[src/rtl/srld_pkg.sv]
`timescale 1ns / 1ps
// ----------------------------------------------------------------------------
// srld_pkg: shared types and constants of the sprite RLE line decoder
// Field widths, the coordinate width and the result beat structure.
// ----------------------------------------------------------------------------
package srld_pkg;

  localparam int COORD_BITS = 16;
  localparam int WORD_W     = 16;
  localparam int RUN_XY_W   = 16;
  localparam int LEN_W      = 7;
  localparam int COUNT_W    = 15;
  localparam int CFG_DATA_W = 32;
  localparam int CFG_ADDR_W = 3;

  // Register index decoded from the word address
  localparam logic REG_BIG_ENDIAN = 1'b0;

  // Result kinds
  localparam logic KIND_RUN = 1'b0;
  localparam logic KIND_END = 1'b1;

  typedef logic [COORD_BITS-1:0] coord_t;
  typedef logic [WORD_W-1:0]     word_t;

  typedef struct packed {
    logic                result_kind;
    logic [RUN_XY_W-1:0] run_x;
    logic [RUN_XY_W-1:0] run_y;
    logic [LEN_W-1:0]    run_length;
    logic [7:0]          pixel_value;
    logic                last;
  } result_t;

endpackage

[src/rtl/srld_ifs.sv]
`timescale 1ns / 1ps
// ----------------------------------------------------------------------------
// srld_ifs: stream channel interfaces
// Byte input channel and run result channel, valid/ready handshake.
// ----------------------------------------------------------------------------
interface srld_in_if;
  logic       valid;
  logic       ready;
  logic [7:0] stream_byte;
  logic       start_of_image;

  modport source (output valid, output stream_byte, output start_of_image, input ready);
  modport sink   (input valid, input stream_byte, input start_of_image, output ready);
endinterface

interface srld_out_if;
  logic                          valid;
  logic                          ready;
  logic                          result_kind;
  logic [srld_pkg::RUN_XY_W-1:0] run_x;
  logic [srld_pkg::RUN_XY_W-1:0] run_y;
  logic [srld_pkg::LEN_W-1:0]    run_length;
  logic [7:0]                    pixel_value;
  logic                          last;

  modport source (output valid, output result_kind, output run_x, output run_y,
                  output run_length, output pixel_value, output last, input ready);
  modport sink   (input valid, input result_kind, input run_x, input run_y,
                  input run_length, input pixel_value, input last, output ready);
endinterface

[src/rtl/srld_cfg_regs.sv]
`timescale 1ns / 1ps
// ----------------------------------------------------------------------------
// srld_cfg_regs: APB configuration register
// Holds the word byte-order select.
// ----------------------------------------------------------------------------
module srld_cfg_regs (
  input  logic                             clk,
  input  logic                             rst_n,
  input  logic                             psel,
  input  logic                             penable,
  input  logic                             pwrite,
  input  logic [srld_pkg::CFG_ADDR_W-1:0]  paddr,
  input  logic [srld_pkg::CFG_DATA_W-1:0]  pwdata,
  output logic [srld_pkg::CFG_DATA_W-1:0]  prdata,
  output logic                             pready,
  output logic                             big_endian
);
  import srld_pkg::*;

  logic big_endian_r;
  logic big_endian_nxt;
  logic reg_hit;

  assign reg_hit = (paddr[CFG_ADDR_W-1:2] == REG_BIG_ENDIAN);
  assign pready  = 1'b1;

  always_comb begin
    big_endian_nxt = big_endian_r;
    if (psel && penable && pwrite && reg_hit) begin
      big_endian_nxt = pwdata[0];
    end
  end

  always_ff @(posedge clk) begin
    if (!rst_n) begin
      big_endian_r <= 1'b0;
    end else begin
      big_endian_r <= big_endian_nxt;
    end
  end

  assign prdata     = reg_hit ? {{(CFG_DATA_W-1){1'b0}}, big_endian_r} : '0;
  assign big_endian = big_endian_r;

endmodule

[src/rtl/srld_parser.sv]
`timescale 1ns / 1ps
// ----------------------------------------------------------------------------
// srld_parser: stream parser state and run generation
// Consumes one byte per accepted beat and emits at most one result.
// ----------------------------------------------------------------------------
module srld_parser (
  input  logic              clk,
  input  logic              rst_n,
  input  logic              big_endian,
  input  logic              byte_fire,
  input  logic [7:0]        stream_byte,
  input  logic              start_of_image,
  output logic              res_valid,
  output srld_pkg::result_t res
);
  import srld_pkg::*;

  localparam logic [3:0] PH_HDR_A    = 4'd0;
  localparam logic [3:0] PH_HDR_B    = 4'd1;
  localparam logic [3:0] PH_KEY_A    = 4'd2;
  localparam logic [3:0] PH_KEY_B    = 4'd3;
  localparam logic [3:0] PH_VX_A     = 4'd4;
  localparam logic [3:0] PH_VX_B     = 4'd5;
  localparam logic [3:0] PH_VY_A     = 4'd6;
  localparam logic [3:0] PH_VY_B     = 4'd7;
  localparam logic [3:0] PH_LIT      = 4'd8;
  localparam logic [3:0] PH_PKT_HEAD = 4'd9;
  localparam logic [3:0] PH_PKT_LIT  = 4'd10;
  localparam logic [3:0] PH_PKT_REP  = 4'd11;
  localparam logic [3:0] PH_DONE     = 4'd12;

  logic [3:0]         phase_r, phase_nxt, phase_c;
  logic [7:0]         hold_r, hold_nxt, hold_c;
  coord_t             orig_x_r, orig_x_nxt, orig_x_c;
  coord_t             orig_y_r, orig_y_nxt, orig_y_c;
  word_t              key_r, key_nxt, key_c;
  coord_t             cur_x_r, cur_x_nxt, cur_x_c;
  coord_t             cur_y_r, cur_y_nxt, cur_y_c;
  logic [COUNT_W-1:0] done_r, done_nxt, done_c;
  logic [LEN_W-1:0]   rem_r, rem_nxt, rem_c;
  logic               rep_r, rep_nxt, rep_c;

  word_t              word_v;
  logic [LEN_W-1:0]   add_n;
  logic [COUNT_W:0]   done_sum;
  logic [COUNT_W-1:0] done_sat;
  logic               line_full;
  logic [LEN_W-1:0]   rem_inc;
  logic [LEN_W-1:0]   rem_dec;

  // Start mark clears the parser before this byte is parsed
  always_comb begin
    if (start_of_image) begin
      phase_c  = PH_HDR_A;
      hold_c   = '0;
      orig_x_c = '0;
      orig_y_c = '0;
      key_c    = '0;
      cur_x_c  = '0;
      cur_y_c  = '0;
      done_c   = '0;
      rem_c    = '0;
      rep_c    = 1'b0;
    end else begin
      phase_c  = phase_r;
      hold_c   = hold_r;
      orig_x_c = orig_x_r;
      orig_y_c = orig_y_r;
      key_c    = key_r;
      cur_x_c  = cur_x_r;
      cur_y_c  = cur_y_r;
      done_c   = done_r;
      rem_c    = rem_r;
      rep_c    = rep_r;
    end
  end

  assign word_v = big_endian ? {hold_c, stream_byte} : {stream_byte, hold_c};

  // Pixels added by this byte: one for a literal, the run length for a repeat
  assign add_n     = (phase_c == PH_PKT_REP) ? rem_c : LEN_W'(1);
  assign done_sum  = {1'b0, done_c} + (COUNT_W+1)'(add_n);
  assign done_sat  = done_sum[COUNT_W] ? {COUNT_W{1'b1}} : done_sum[COUNT_W-1:0];
  assign line_full = (done_sat >= key_c[WORD_W-1:1]);
  assign rem_inc   = rem_c + LEN_W'(1);
  assign rem_dec   = rem_c - LEN_W'(1);

  always_comb begin
    phase_nxt  = phase_c;
    hold_nxt   = hold_c;
    orig_x_nxt = orig_x_c;
    orig_y_nxt = orig_y_c;
    key_nxt    = key_c;
    cur_x_nxt  = cur_x_c;
    cur_y_nxt  = cur_y_c;
    done_nxt   = done_c;
    rem_nxt    = rem_c;
    rep_nxt    = rep_c;
    res_valid  = 1'b0;
    res        = '0;
    res.result_kind = KIND_RUN;
    res.run_x       = RUN_XY_W'(cur_x_c);
    res.run_y       = RUN_XY_W'(cur_y_c);
    res.run_length  = LEN_W'(1);
    res.pixel_value = stream_byte;

    case (phase_c)
      PH_HDR_A, PH_KEY_A, PH_VX_A, PH_VY_A: begin
        hold_nxt  = stream_byte;
        phase_nxt = phase_c + 4'd1;
      end
      PH_HDR_B: begin
        // Header words: x2, x1, y1, y2; keep x1 and y1 as the origin
        if (rem_c == LEN_W'(1)) begin
          orig_x_nxt = coord_t'(word_v);
        end else if (rem_c == LEN_W'(2)) begin
          orig_y_nxt = coord_t'(word_v);
        end
        if (rem_inc >= LEN_W'(4)) begin
          rem_nxt   = '0;
          phase_nxt = PH_KEY_A;
        end else begin
          rem_nxt   = rem_inc;
          phase_nxt = PH_HDR_A;
        end
      end
      PH_KEY_B: begin
        key_nxt   = word_v;
        phase_nxt = PH_VX_A;
      end
      PH_VX_B: begin
        cur_x_nxt = orig_x_c + coord_t'(word_v);
        phase_nxt = PH_VY_A;
      end
      PH_VY_B: begin
        cur_y_nxt = orig_y_c + coord_t'(word_v);
        done_nxt  = '0;
        if (key_c == '0) begin
          phase_nxt       = PH_DONE;
          res_valid       = 1'b1;
          res             = '0;
          res.result_kind = KIND_END;
          res.last        = 1'b1;
        end else if (!key_c[0]) begin
          phase_nxt = PH_LIT;
        end else if (key_c[WORD_W-1:1] == '0) begin
          phase_nxt = PH_KEY_A;
        end else begin
          phase_nxt = PH_PKT_HEAD;
        end
      end
      PH_LIT: begin
        res_valid = 1'b1;
        cur_x_nxt = cur_x_c + coord_t'(1);
        done_nxt  = done_sat;
        if (line_full) begin
          phase_nxt = PH_KEY_A;
        end
      end
      PH_PKT_HEAD: begin
        rem_nxt = stream_byte[7:1];
        rep_nxt = stream_byte[0];
        if (stream_byte[0]) begin
          phase_nxt = PH_PKT_REP;
        end else if (stream_byte[7:1] == '0) begin
          phase_nxt = PH_PKT_HEAD;
        end else begin
          phase_nxt = PH_PKT_LIT;
        end
      end
      PH_PKT_LIT: begin
        res_valid = 1'b1;
        cur_x_nxt = cur_x_c + coord_t'(1);
        done_nxt  = done_sat;
        rem_nxt   = rem_dec;
        if (rem_dec == '0) begin
          phase_nxt = line_full ? PH_KEY_A : PH_PKT_HEAD;
        end
      end
      PH_PKT_REP: begin
        rem_nxt   = '0;
        phase_nxt = PH_PKT_HEAD;
        if (rem_c != '0) begin
          res_valid      = 1'b1;
          res.run_length = rem_c;
          cur_x_nxt      = cur_x_c + coord_t'(rem_c);
          done_nxt       = done_sat;
          phase_nxt      = line_full ? PH_KEY_A : PH_PKT_HEAD;
        end
      end
      PH_DONE: begin
        phase_nxt = PH_DONE;
      end
      default: begin
        phase_nxt = PH_DONE;
      end
    endcase

    if (!byte_fire) begin
      res_valid = 1'b0;
    end
  end

  always_ff @(posedge clk) begin
    if (!rst_n) begin
      phase_r  <= PH_HDR_A;
      hold_r   <= '0;
      orig_x_r <= '0;
      orig_y_r <= '0;
      key_r    <= '0;
      cur_x_r  <= '0;
      cur_y_r  <= '0;
      done_r   <= '0;
      rem_r    <= '0;
      rep_r    <= 1'b0;
    end else if (byte_fire) begin
      phase_r  <= phase_nxt;
      hold_r   <= hold_nxt;
      orig_x_r <= orig_x_nxt;
      orig_y_r <= orig_y_nxt;
      key_r    <= key_nxt;
      cur_x_r  <= cur_x_nxt;
      cur_y_r  <= cur_y_nxt;
      done_r   <= done_nxt;
      rem_r    <= rem_nxt;
      rep_r    <= rep_nxt;
    end
  end

endmodule

[src/rtl/srld_out_buf.sv]
`timescale 1ns / 1ps
// ----------------------------------------------------------------------------
// srld_out_buf: two-entry result register with skid slot
// Decouples the parser from output backpressure.
// ----------------------------------------------------------------------------
module srld_out_buf (
  input  logic              clk,
  input  logic              rst_n,
  input  logic              push,
  input  srld_pkg::result_t push_data,
  output logic              full,
  output logic              out_valid,
  input  logic              out_ready,
  output srld_pkg::result_t out_data
);
  import srld_pkg::*;

  result_t head_r, head_nxt;
  result_t skid_r, skid_nxt;
  logic    head_vld_r, head_vld_nxt;
  logic    skid_vld_r, skid_vld_nxt;
  logic    pop;

  assign pop = head_vld_r && out_ready;

  always_comb begin
    head_nxt     = head_r;
    skid_nxt     = skid_r;
    head_vld_nxt = head_vld_r;
    skid_vld_nxt = skid_vld_r;
    // Advance the skid slot into the head on a taken beat
    if (pop) begin
      head_nxt     = skid_r;
      head_vld_nxt = skid_vld_r;
      skid_vld_nxt = 1'b0;
    end
    if (push) begin
      if (!head_vld_nxt) begin
        head_nxt     = push_data;
        head_vld_nxt = 1'b1;
      end else begin
        skid_nxt     = push_data;
        skid_vld_nxt = 1'b1;
      end
    end
  end

  always_ff @(posedge clk) begin
    if (!rst_n) begin
      head_vld_r <= 1'b0;
      skid_vld_r <= 1'b0;
    end else begin
      head_vld_r <= head_vld_nxt;
      skid_vld_r <= skid_vld_nxt;
    end
  end

  always_ff @(posedge clk) begin
    head_r <= head_nxt;
    skid_r <= skid_nxt;
  end

  assign full      = head_vld_r && skid_vld_r;
  assign out_valid = head_vld_r;
  assign out_data  = head_r;

endmodule

[src/rtl/sprite_rle_line_decoder_core.sv]
`timescale 1ns / 1ps
// ----------------------------------------------------------------------------
// sprite_rle_line_decoder_core: run-length sprite byte stream decoder
// Parses header, line keys and packets one byte per beat; emits pixel runs
// and an end-of-image beat.
// ----------------------------------------------------------------------------
//
//  channel   direction  handshake            payload
//  --------  ---------  -------------------  ---------------------------------
//  in_beat   sink       valid/ready          stream_byte, start_of_image
//  out_beat  source     valid/ready          result_kind, run_x, run_y,
//                                            run_length, pixel_value, last
//  APB       slave      psel/penable/pready  big_endian_words at address 0
//
//  One byte is accepted per cycle unless the buffer is full; its result, if
//  any, is registered in the output buffer ahead of out_beat. Throughput is
//  one beat per clock while a buffer entry is free, set by the combinational
//  parser update. A two-entry buffer keeps input flowing while one result
//  waits; in_beat.ready drops only when both are held. Synchronous active-low
//  reset clears the parser, the buffer and the configuration register.
//
module sprite_rle_line_decoder_core (
  input  logic                            clk,
  input  logic                            rst_n,
  srld_in_if.sink                         in_beat,
  srld_out_if.source                      out_beat,
  input  logic                            psel,
  input  logic                            penable,
  input  logic                            pwrite,
  input  logic [srld_pkg::CFG_ADDR_W-1:0] paddr,
  input  logic [srld_pkg::CFG_DATA_W-1:0] pwdata,
  output logic [srld_pkg::CFG_DATA_W-1:0] prdata,
  output logic                            pready
);
  import srld_pkg::*;

  logic    big_endian;
  logic    buf_full;
  logic    byte_fire;
  logic    res_valid;
  result_t res;
  result_t out_data;

  // Configuration register: to be written only while the stream is idle; the block does not enforce it
  srld_cfg_regs u_cfg (
    .clk        (clk),
    .rst_n      (rst_n),
    .psel       (psel),
    .penable    (penable),
    .pwrite     (pwrite),
    .paddr      (paddr),
    .pwdata     (pwdata),
    .prdata     (prdata),
    .pready     (pready),
    .big_endian (big_endian)
  );

  // Take a byte whenever the output buffer has a free entry
  assign in_beat.ready = !buf_full;
  assign byte_fire     = in_beat.valid && !buf_full;

  srld_parser u_parser (
    .clk            (clk),
    .rst_n          (rst_n),
    .big_endian     (big_endian),
    .byte_fire      (byte_fire),
    .stream_byte    (in_beat.stream_byte),
    .start_of_image (in_beat.start_of_image),
    .res_valid      (res_valid),
    .res            (res)
  );

  // Hold results until the downstream side takes them
  srld_out_buf u_out_buf (
    .clk       (clk),
    .rst_n     (rst_n),
    .push      (res_valid),
    .push_data (res),
    .full      (buf_full),
    .out_valid (out_beat.valid),
    .out_ready (out_beat.ready),
    .out_data  (out_data)
  );

  assign out_beat.result_kind = out_data.result_kind;
  assign out_beat.run_x       = out_data.run_x;
  assign out_beat.run_y       = out_data.run_y;
  assign out_beat.run_length  = out_data.run_length;
  assign out_beat.pixel_value = out_data.pixel_value;
  assign out_beat.last        = out_data.last;

endmodule

[src/flat_wrapper.sv]
// flat-port wrapper written by rule: the top's interface ports become plain ports
module sprite_rle_line_decoder_core_flat import srld_pkg::*;
  (clk, rst_n, psel, penable, pwrite, paddr, pwdata, prdata, pready, in_beat_valid, in_beat_stream_byte, in_beat_start_of_image, in_beat_ready, out_beat_valid, out_beat_result_kind, out_beat_run_x, out_beat_run_y, out_beat_run_length, out_beat_pixel_value, out_beat_last, out_beat_ready);
  srld_in_if in_beat_i ();
  srld_out_if out_beat_i ();
  input  logic clk;
  input  logic rst_n;
  input  logic psel;
  input  logic penable;
  input  logic pwrite;
  input  logic [srld_pkg::CFG_ADDR_W-1:0] paddr;
  input  logic [srld_pkg::CFG_DATA_W-1:0] pwdata;
  output logic [srld_pkg::CFG_DATA_W-1:0] prdata;
  output logic pready;
  input wire logic [$bits(in_beat_i.valid)-1:0] in_beat_valid;
  input wire logic [$bits(in_beat_i.stream_byte)-1:0] in_beat_stream_byte;
  input wire logic [$bits(in_beat_i.start_of_image)-1:0] in_beat_start_of_image;
  output wire logic [$bits(in_beat_i.ready)-1:0] in_beat_ready;
  output wire logic [$bits(out_beat_i.valid)-1:0] out_beat_valid;
  output wire logic [$bits(out_beat_i.result_kind)-1:0] out_beat_result_kind;
  output wire logic [$bits(out_beat_i.run_x)-1:0] out_beat_run_x;
  output wire logic [$bits(out_beat_i.run_y)-1:0] out_beat_run_y;
  output wire logic [$bits(out_beat_i.run_length)-1:0] out_beat_run_length;
  output wire logic [$bits(out_beat_i.pixel_value)-1:0] out_beat_pixel_value;
  output wire logic [$bits(out_beat_i.last)-1:0] out_beat_last;
  input wire logic [$bits(out_beat_i.ready)-1:0] out_beat_ready;
  assign in_beat_i.valid = in_beat_valid;
  assign in_beat_i.stream_byte = in_beat_stream_byte;
  assign in_beat_i.start_of_image = in_beat_start_of_image;
  assign in_beat_ready = in_beat_i.ready;
  assign out_beat_valid = out_beat_i.valid;
  assign out_beat_result_kind = out_beat_i.result_kind;
  assign out_beat_run_x = out_beat_i.run_x;
  assign out_beat_run_y = out_beat_i.run_y;
  assign out_beat_run_length = out_beat_i.run_length;
  assign out_beat_pixel_value = out_beat_i.pixel_value;
  assign out_beat_last = out_beat_i.last;
  assign out_beat_i.ready = out_beat_ready;
  sprite_rle_line_decoder_core u_core (.clk(clk), .rst_n(rst_n), .in_beat(in_beat_i), .out_beat(out_beat_i), .psel(psel), .penable(penable), .pwrite(pwrite), .paddr(paddr), .pwdata(pwdata), .prdata(prdata), .pready(pready));
endmodule
[config.mk]
export PLATFORM = sky130hd
export DESIGN_NAME = sprite_rle_line_decoder_core_flat
export DESIGN_NICKNAME = d
export VERILOG_FILES = /design/src/rtl/srld_pkg.sv /design/src/rtl/srld_ifs.sv /design/src/rtl/srld_cfg_regs.sv /design/src/rtl/srld_parser.sv /design/src/rtl/srld_out_buf.sv /design/src/rtl/sprite_rle_line_decoder_core.sv /design/src/flat_wrapper.sv
export SDC_FILE = /design/constraint.sdc
export NUM_CORES = 1
export LEC_CHECK = 0
export ABC_AREA = 1
export BUFFER_PORTS_ARGS = -buffer_cell sky130_fd_sc_hd__buf_4
export CAP_MARGIN = 40
export CORE_AREA = 2 2 234 144
export CTS_CLUSTER_DIAMETER = 80
export CTS_CLUSTER_SIZE = 28
export DETAILED_ROUTE_END_ITERATION = 7
export DIE_AREA = 0 0 236 146
export GPL_TIMING_DRIVEN = 0
export HOLD_SLACK_MARGIN = 0.12
export PLACE_DENSITY_LB_ADDON = 0.3
export SKIP_LAST_GASP = 1
export SYNTH_ARGS = -nofsm -noshare
export SYNTH_HDL_FRONTEND = slang
export SYNTH_SLANG_ARGS = --single-unit
[constraint.sdc]
create_clock -name clk -period 5.6 [get_ports clk]
set_input_delay 0.28 -clock clk [delete_from_list [all_inputs] [get_ports clk]]
set_output_delay 0.28 -clock clk [all_outputs]
set_load 0.02 [all_outputs]
==> results.py, run 1 <==
metrics = {
    "clock_network": {
        "tritoncts": "done",
        "tritoncts_num_sinks": 214,
        "cts_max_level": 1,
        "ctsLongestPathBuffers": 3,
        "clock_insertion_delay_worst_skew_ns": 0.52,
        "numCtsBuffers": 12,
        "path_clk_slew_ns": 0.12,
        "clock_tree.root_cell": "sky130_fd_sc_hd__clkbuf_16",
    },
    "detailed_routing": {
        "post-route-drc-count": 0,
        "route.vias.total": 15400,
        "routed_wire_length_per_instance_um": 19.6,
        "totalWireLength_mm": 53.2,
        "drtPass1Iterations": 6,
        "route.detailed.vias_per_inst": 5.66,
        "detail-route-antenna-nets": 0,
        "drt_first_iter_violations": 2055,
    },
    "floorplanning": {
        "initial_utilization": 0.447,
        "std_cell_rows": 51,
        "floorplan.die.width_um": 236,
        "pin_count": 135,
        "design.die.area_um2": 34500,
        "core-area_um2": 32100,
        "floorplan.die.height_um": 146,
    },
    "grt": {
        "global_route_wire_length_before_repair_mm": 81.9,
        "grt_pass1_vias": 13800,
        "grt_remaining_overflow": 0,
        "largest_net_degree_at_the_start_of_global_routing": 30,
        "antenna_violations_before_repair": 0,
        "globalRouteTotalUtil": 0.304,
    },
    "synthesis": {
        "synth-warning-count": 0,
        "netlist_top_cells_count": "sky130_fd_sc_hd__nand2_1 (523), sky130_fd_sc_hd__inv_1 (296), sky130_fd_sc_hd__nor2_1 (256), sky130_fd_sc_hd__dfxtp_1 (166), sky130_fd_sc_hd__o21ai_0 (155)",
        "ys_seq_area_frac": 0.332,
        "post-synth-top-area-cell": "sky130_fd_sc_hd__dfxtp_1",
        "synth_enable_flop_cells": 48,
        "post_synth_fa_ha_maj_area_fraction": 0.0658,
        "postSynth.topFlopCell": "sky130_fd_sc_hd__dfxtp_1",
        "cell_types_occupying_the_most_area_after_synthesis": "sky130_fd_sc_hd__dfxtp_1 (23%), sky130_fd_sc_hd__nand2_1 (14%), sky130_fd_sc_hd__edfxtp_1 (10%)",
        "ys_async_sr_fraction": 0,
        "yosys.area.top_type_share": 0.232,
        "synth-compound-area-share": 0.182,
        "synth.area.mux_share": 0.00628,
        "synth-seq-cells": 214,
        "syn_inst": 2161,
        "syn-mean-instance-area_um2": 6.63,
        "synthMostInstantiatedCell": "sky130_fd_sc_hd__nand2_1",
        "mappedNetlistArea_um2": 14300,
        "synth_simple_gate_area_frac": 0.276,
        "post_synth_xor_area_fraction": 0.0110,
        "synth_top_family_by_area": "simple AND/OR/NAND/NOR gates",
        "post_synth_num_cell_types": 55,
    },
    "sta": {
        "max_freq_mhz": 187,
        "min_period_over_period": 0.956,
        "slew-limit-headroom": 0.359,
        "finalClockSkew_ns": 0.0350,
        "worst_pin_slew_ns": 0.961,
        "number_of_max_slew_violations_in_the_final_report": 0,
        "setup_violations": 0,
        "timing_hold_violations_final": 0,
        "post_route_minimum_period_ns": 5.36,
        "hold_slack_ns": 0.151,
    },
    "worst_setup_path": {
        "critPathArrivalTime_ns": 5.81,
        "crit_path_end_kind": "flop",
        "rrSetupSlack_ns": 0.37,
        "critPathMostFrequentCell": "sky130_fd_sc_hd__nand2_1",
        "element_type_at_the_critical_path_start": "input pin",
        "cp_max_fo": 19,
        "setup.worst_path.class": "in2reg",
        "crit_path_top_delay_cell": "sky130_fd_sc_hd__fa_1",
        "cpPeakStageDelay_ns": 0.45,
        "crit_required_ns": 6.06,
    },
    "power": {
        "irDropWorstVdd_mv": 0.224,
        "p_leak_nw": 7.61,
        "pwr_density_cell_nw_per_um2": 242,
        "design_power_total_w": 0.00388,
    },
    "outcome": {
        "run_status": "completed",
    },
    "layout": {
        "num_antenna_cells": 0,
        "number_of_nets_in_the_final_layout": 2414,
        "design_area_um2": 16100,
        "area.growth.synth_to_final_pct": 12.0,
        "final_layout_size_suffix_gt1_frac": 0.0801,
    },
    "placement": {
        "detailed_placement_wirelength_estimate_mm": 42.2,
        "place.gp.congestion": 1.02,
        "placed_area_um2": 15600,
        "port-buffer-count": 69,
    },
    "job": {
        "drv_cap": 0,
    },
    "min_path": {
        "path_class_of_the_lowest_slack_min_delay_path": "in2reg",
    },
}
-- metal layers --
metal | wire (um) | track usage | share of wire | up-vias
met2 | 20900 | 0.423 | 0.39 | 802
met4 | 1320 | 0.0646 | 0.025 | 0
met3 | 6350 | 0.0690 | 0.12 | 74
met5 | 0 | 0 | 0 | -
met1 | 24700 | 0.470 | 0.46 | 7227
li1 | - | - | - | 7285
-- per-stage QoR --
stage          setup TNS [ns]  utilization  setup slack [ns]  std cells
4_1_cts                     0        0.500           0.00725       2722
5_1_grt             -0.000885        0.500         -0.000885       2720
3_5_place_dp            -1.74        0.486            -0.670       2699
6_report                    0        0.500             0.245       2720
3_3_place_gp           -69.31        0.483             -1.39       2684
2_1_floorplan               0            -              1.01       2191
-- state kept, by name, summed over array words and instances, names as in the netlist --
| name | cells |
|---|---|
| u_core.u_cfg.big_endian | 1 |
| u_core.u_out_buf.out_data | 49 |
| u_core.u_out_buf.out_valid | 1 |
| u_core.u_out_buf.skid_r | 48 |
| u_core.u_out_buf.skid_vld_r | 1 |
| u_core.u_parser.cur_x_r | 16 |
| u_core.u_parser.cur_y_r | 16 |
| u_core.u_parser.done_r | 15 |
| u_core.u_parser.hold_r | 8 |
| u_core.u_parser.key_r | 16 |
| u_core.u_parser.orig_x_r | 16 |
| u_core.u_parser.orig_y_r | 16 |
| u_core.u_parser.phase_r | 4 |
| u_core.u_parser.rem_r | 7 |
-- power by group --
group	total [W]	internal (W)	switching [W]
clock network	0.00109	0.000493	0.000598
registers	0.00181	0.00172	0.0000929
logic	0.000977	0.000358	0.000619
-- critical path, delay by kind of cell --
| kind | cells | cell delay [ns] |
|---|---|---|
| and+or+nand+nor | 16 | 2.11 |
| adders and majority gates | 4 | 1.27 |
| buffers and inverters | 10 | 1.40 |
| AOI/OAI and AO/OA | 3 | 0.72 |
-- path summary, 6_finish.rpt --
path | startpoint | endpoint | depth (start not counted)
hold reg to reg | u_core.u_parser.cur_y_r[12] | u_core.u_parser.cur_y_r[12] | 2
setup reg to reg | u_core.u_parser.phase_r[0] | u_core.u_parser.phase_r[1] | 28
setup / recovery | in_beat_start_of_image | u_core.u_parser.phase_r[1] | 33
hold / removal | in_beat_stream_byte[4] | u_core.u_out_buf.skid_r[5] | 3
-- cell usage in the layout (no fill, tap or decap), types with 33 or more instances in the layout --
cell type                  netlist  final
sky130_fd_sc_hd__a21oi_1       140    140
sky130_fd_sc_hd__buf_4          39    113
sky130_fd_sc_hd__clkbuf_1       63     64
sky130_fd_sc_hd__dfxtp_1       166    166
sky130_fd_sc_hd__edfxtp_1       48     48
sky130_fd_sc_hd__ha_1           69     69
sky130_fd_sc_hd__inv_1         296    296
sky130_fd_sc_hd__nand2_1       523    522
sky130_fd_sc_hd__nand3_1       123    122
sky130_fd_sc_hd__nor2_1        256    252
sky130_fd_sc_hd__o21ai_0       155    154
sky130_fd_sc_hd__o22ai_1        33     33
sky130_fd_sc_hd__o31ai_1        34     34
-- timing repair --
action                                  in CTS  in global routing
hold buffers                                 3                  0
endpoints found under the setup margin       2                  3
buffers inserted                             0                  0
hold endpoints to repair                     2                  0
pin swaps                                    0                  0
gates resized for setup                      1                 10
-- logic make-up (layout without fill, tap and decap cells) --
logic type | after synthesis | count (layout)
DFF | 214 | 214
AOI/OAI and AO/OA | 454 | 454
other | 2 | 32
muxes | 9 | 9
buffers and inverters | 431 | 536
and+or+nand+nor | 960 | 960
xor gates and xnor gates | 18 | 18
adders and majority gates | 73 | 73
-- area by class of cell --
type,instances,area (um2)
repair buffers,87,651
clock buffers,16,337
plain buffers,126,656
inverters,303,1140
fillers,3303,16000
well taps,424,531
multi-input cells,1546,7910
clock inverters,4,68.8
flip-flops and latches,214,4760
Power figures use the tool's default switching activity.
==> run 2, diff against run 1 <==
- ABC_AREA: 1 -> not set
- CORE_AREA: 2 2 234 144 -> 10 10 234 147
- DIE_AREA: 0 0 236 146 -> 0 0 244 157
==> run 2 against run 1 <==
Critical path depth shrank 9. Non-clock buffer count shrank 8. Clock-buffer cell count shrank 2. Critical endpoint unchanged. Highest routed layer is now met5. Largest power group unchanged.
==> results.py, run 2 <==
metrics = {
    "synthesis": {
        "post_synth_num_cell_types": 83,
        "ys_async_sr_fraction": 0,
        "mappedNetlistArea_um2": 13400,
        "synth-seq-cells": 214,
        "syn-mean-instance-area_um2": 8.54,
        "synth-warning-count": 0,
        "synth_enable_flop_cells": 48,
        "synthMostInstantiatedCell": "sky130_fd_sc_hd__dfxtp_1",
        "syn_inst": 1565,
        "cell_types_occupying_the_most_area_after_synthesis": "sky130_fd_sc_hd__dfxtp_1 (25%), sky130_fd_sc_hd__edfxtp_1 (11%), sky130_fd_sc_hd__ha_1 (6.5%)",
        "post-synth-top-area-cell": "sky130_fd_sc_hd__dfxtp_1",
        "yosys.area.top_type_share": 0.249,
        "ys_seq_area_frac": 0.357,
        "postSynth.topFlopCell": "sky130_fd_sc_hd__dfxtp_1",
        "netlist_top_cells_count": "sky130_fd_sc_hd__dfxtp_1 (166), sky130_fd_sc_hd__nand2_1 (156), sky130_fd_sc_hd__nor2b_1 (131), sky130_fd_sc_hd__o21ai_0 (123), sky130_fd_sc_hd__a21oi_1 (77)",
    },
    "clock_network": {
        "clock_insertion_delay_worst_skew_ns": 0.51,
        "clock_tree.root_cell": "sky130_fd_sc_hd__clkbuf_16",
        "ctsLongestPathBuffers": 3,
        "path_clk_slew_ns": 0.10,
        "post_cts_buffers": 0,
        "tritoncts_num_sinks": 214,
        "numCtsBuffers": 13,
        "tritoncts": "done",
        "cts_max_level": 1,
    },
    "layout": {
        "filler_cell_count": 2983,
        "area.growth.synth_to_final_pct": 13.7,
        "layout.cells.most_common_list": "sky130_fd_sc_hd__dfxtp_1 (166), sky130_fd_sc_hd__nand2_1 (156), sky130_fd_sc_hd__nor2b_1 (129)",
        "number_of_nets_in_the_final_layout": 1814,
        "largest_register_ffs": 49,
        "layout.cells.most_common": "sky130_fd_sc_hd__dfxtp_1",
        "final_layout_size_suffix_gt1_frac": 0.115,
        "design_area_um2": 15200,
    },
    "placement": {
        "placed_area_um2": 14600,
        "detailed_placement_wirelength_estimate_mm": 35.9,
        "port-buffer-count": 68,
        "place.gp.congestion": 0.971,
    },
    "sta": {
        "worst_pin_slew_ns": 0.916,
        "post_route_minimum_period_ns": 5.46,
        "slew-limit-headroom": 0.389,
        "timing_hold_violations_final": 0,
        "finalClockSkew_ns": 0.0162,
        "max_freq_mhz": 183,
        "setup_violations": 0,
        "number_of_max_slew_violations_in_the_final_report": 0,
        "min_period_over_period": 0.974,
    },
    "power": {
        "design_power_total_w": 0.00316,
        "irDropWorstVdd_mv": 0.146,
        "p_leak_nw": 6.12,
        "pwr_density_cell_nw_per_um2": 208,
    },
    "job": {
        "drv_cap": 0,
    },
    "detailed_routing": {
        "post-route-drc-count": 0,
        "route.vias.total": 12700,
        "drt_first_iter_violations": 1679,
        "route.detailed.vias_per_inst": 5.99,
        "routed_wire_length_per_instance_um": 22.3,
        "totalWireLength_mm": 47.1,
        "detail-route-antenna-nets": 0,
        "drtPass1Iterations": 8,
    },
    "floorplanning": {
        "floorplan.die.height_um": 157,
        "pin_count": 135,
        "core-area_um2": 30400,
        "design.die.area_um2": 38300,
        "std_cell_rows": 50,
        "floorplan.die.width_um": 244,
        "initial_utilization": 0.439,
    },
    "min_path": {
        "path_class_of_the_lowest_slack_min_delay_path": "in2reg",
    },
    "grt": {
        "antenna_violations_before_repair": 2,
        "global_route_wire_length_before_repair_mm": 70.3,
        "globalRouteTotalUtil": 0.235,
        "grt_pass1_vias": 11800,
        "grt_remaining_overflow": 0,
        "largest_net_degree_at_the_start_of_global_routing": 30,
    },
    "worst_setup_path": {
        "path_buf_inv": 6,
        "critPathArrivalTime_ns": 5.86,
        "timing.critical_path.cells": "buf_4 -> buf_2 -> buf_2 -> buf_4 -> buf_4 -> nor2b_2 -> ha_4 -> and4bb_2 -> nand2_1 -> ha_1 -> inv_1 -> fa_1 -> nor2b_1 -> o21a_1 -> o21a_1 -> nor4_1 -> o31ai_4 -> ha_1 -> a21oi_1 -> o21ai_0 -> o21bai_1 -> a211oi_4 -> and4b_1 -> a211o_1",
        "critPathMostFrequentCell": "sky130_fd_sc_hd__buf_4",
        "crit_path_top_delay_cell": "sky130_fd_sc_hd__fa_1",
        "element_type_at_the_critical_path_start": "input pin",
        "cpPeakStageDelay_ns": 0.40,
        "crit_path_end_kind": "flop",
        "crit_required_ns": 6.00,
        "setup.worst_path.class": "in2reg",
        "cp_max_fo": 11,
        "cell_family_with_the_largest_share_of_critical_path_delay": "compound AO/OA/AOI/OAI gates",
    },
    "outcome": {
        "run_status": "completed",
    },
}
[run 2: changes by cell type after synthesis, sizes merged, moves of 25 or more]
cell,previous run,this run
and3,2,31
a21oi,140,77
nand3,125,30
o21ai,161,136
a22oi,3,73
and2,4,31
inv,301,40
o22ai,33,6
mux2i,9,55
o31ai,34,9
nand2,526,157
nor2,260,71
nor2b,0,131
[run 2: layout make-up]
| class | instances | area (um2) | share of cell area |
|---|---|---|---|
| antenna | 1 | 2.50 | 0.000165 |
| buffer | 122 | 633 | 0.0417 |
| clock buffer | 14 | 329 | 0.0217 |
| clock inverter | 7 | 83.8 | 0.00552 |
| inverter | 42 | 158 | 0.0104 |
| multi-input combinational | 1214 | 8030 | 0.529 |
| sequential | 214 | 4760 | 0.314 |
| tap | 416 | 520 | 0.0343 |
| timing repair buffer | 83 | 662 | 0.0436 |
[run 2: metrics by stage]
step / setup slack, ns / hold WS, ns / util / setup TNS [ns] / std cells
floorplan: 0.597 / 0.417 / - / 0 / 1595
global placement: -1.76 / 0.430 / 0.477 / -72.90 / 2079
detailed placement: -1.80 / 0.437 / 0.481 / -4.99 / 2090
CTS: 0.0156 / 0.125 / 0.498 / 0 / 2112
global route: -0.00508 / 0.145 / 0.499 / -0.00508 / 2112
finish: 0.143 / 0.131 / 0.500 / 0 / 2113
[run 2: routing by layer]
layer  share of wire  global-route usage  vias up
li1                -                   -     5885
met1            0.46               0.336     6069
met2            0.40               0.334      624
met3            0.12              0.0738       76
met4           0.023              0.0524        2
met5         0.00028                   0        -
[run 2: final timing paths]
| path | start | endpoint | slack (ns) | cells after the start |
|---|---|---|---|---|
| max | in_beat_start_of_image | u_core.u_parser.phase_r[1] | 0.14 | 24 |
| min reg2reg | u_core.u_parser.cur_y_r[5] | u_core.u_parser.cur_y_r[5] | 0.46 | 2 |
| max reg2reg | u_core.u_parser.phase_r[0] | u_core.u_parser.phase_r[1] | 0.56 | 18 |
| min | in_beat_stream_byte[3] | u_core.u_parser.hold_r[3] | 0.13 | 3 |
[run 2: cell families after synthesis]
family,count (synthesis),share of synthesized area
flops,214,0.357
fa+ha+maj,73,0.0706
mux,61,0.0463
simple gates,563,0.223
buf+inv,167,0.0593
xor+xnor,37,0.0243
other cells,2,0.000562
compound gates,448,0.219
[run 2: worst min-delay path, cell delays in order]
cell and delay, ns:
sky130_fd_sc_hd__buf_4 0.14, sky130_fd_sc_hd__a22oi_1 0.08, sky130_fd_sc_hd__nor2b_1 0.10
[run 2: report_power, final]
group	leakage (nW)	switching, W	internal (W)
Sequential	1.71	0.0000231	0.00160
Combinational	4.20	0.000290	0.000153
Clock	0.202	0.000625	0.000461
Total	6.12	0.000938	0.00222
[run 2: timing repair]
item | in CTS | in global routing
endpoints found under the setup margin | 3 | 3
cloned | 0 | 0
hold buffers | 4 | 0
hold endpoints to repair | 4 | 0
resized for setup | 18 | 19
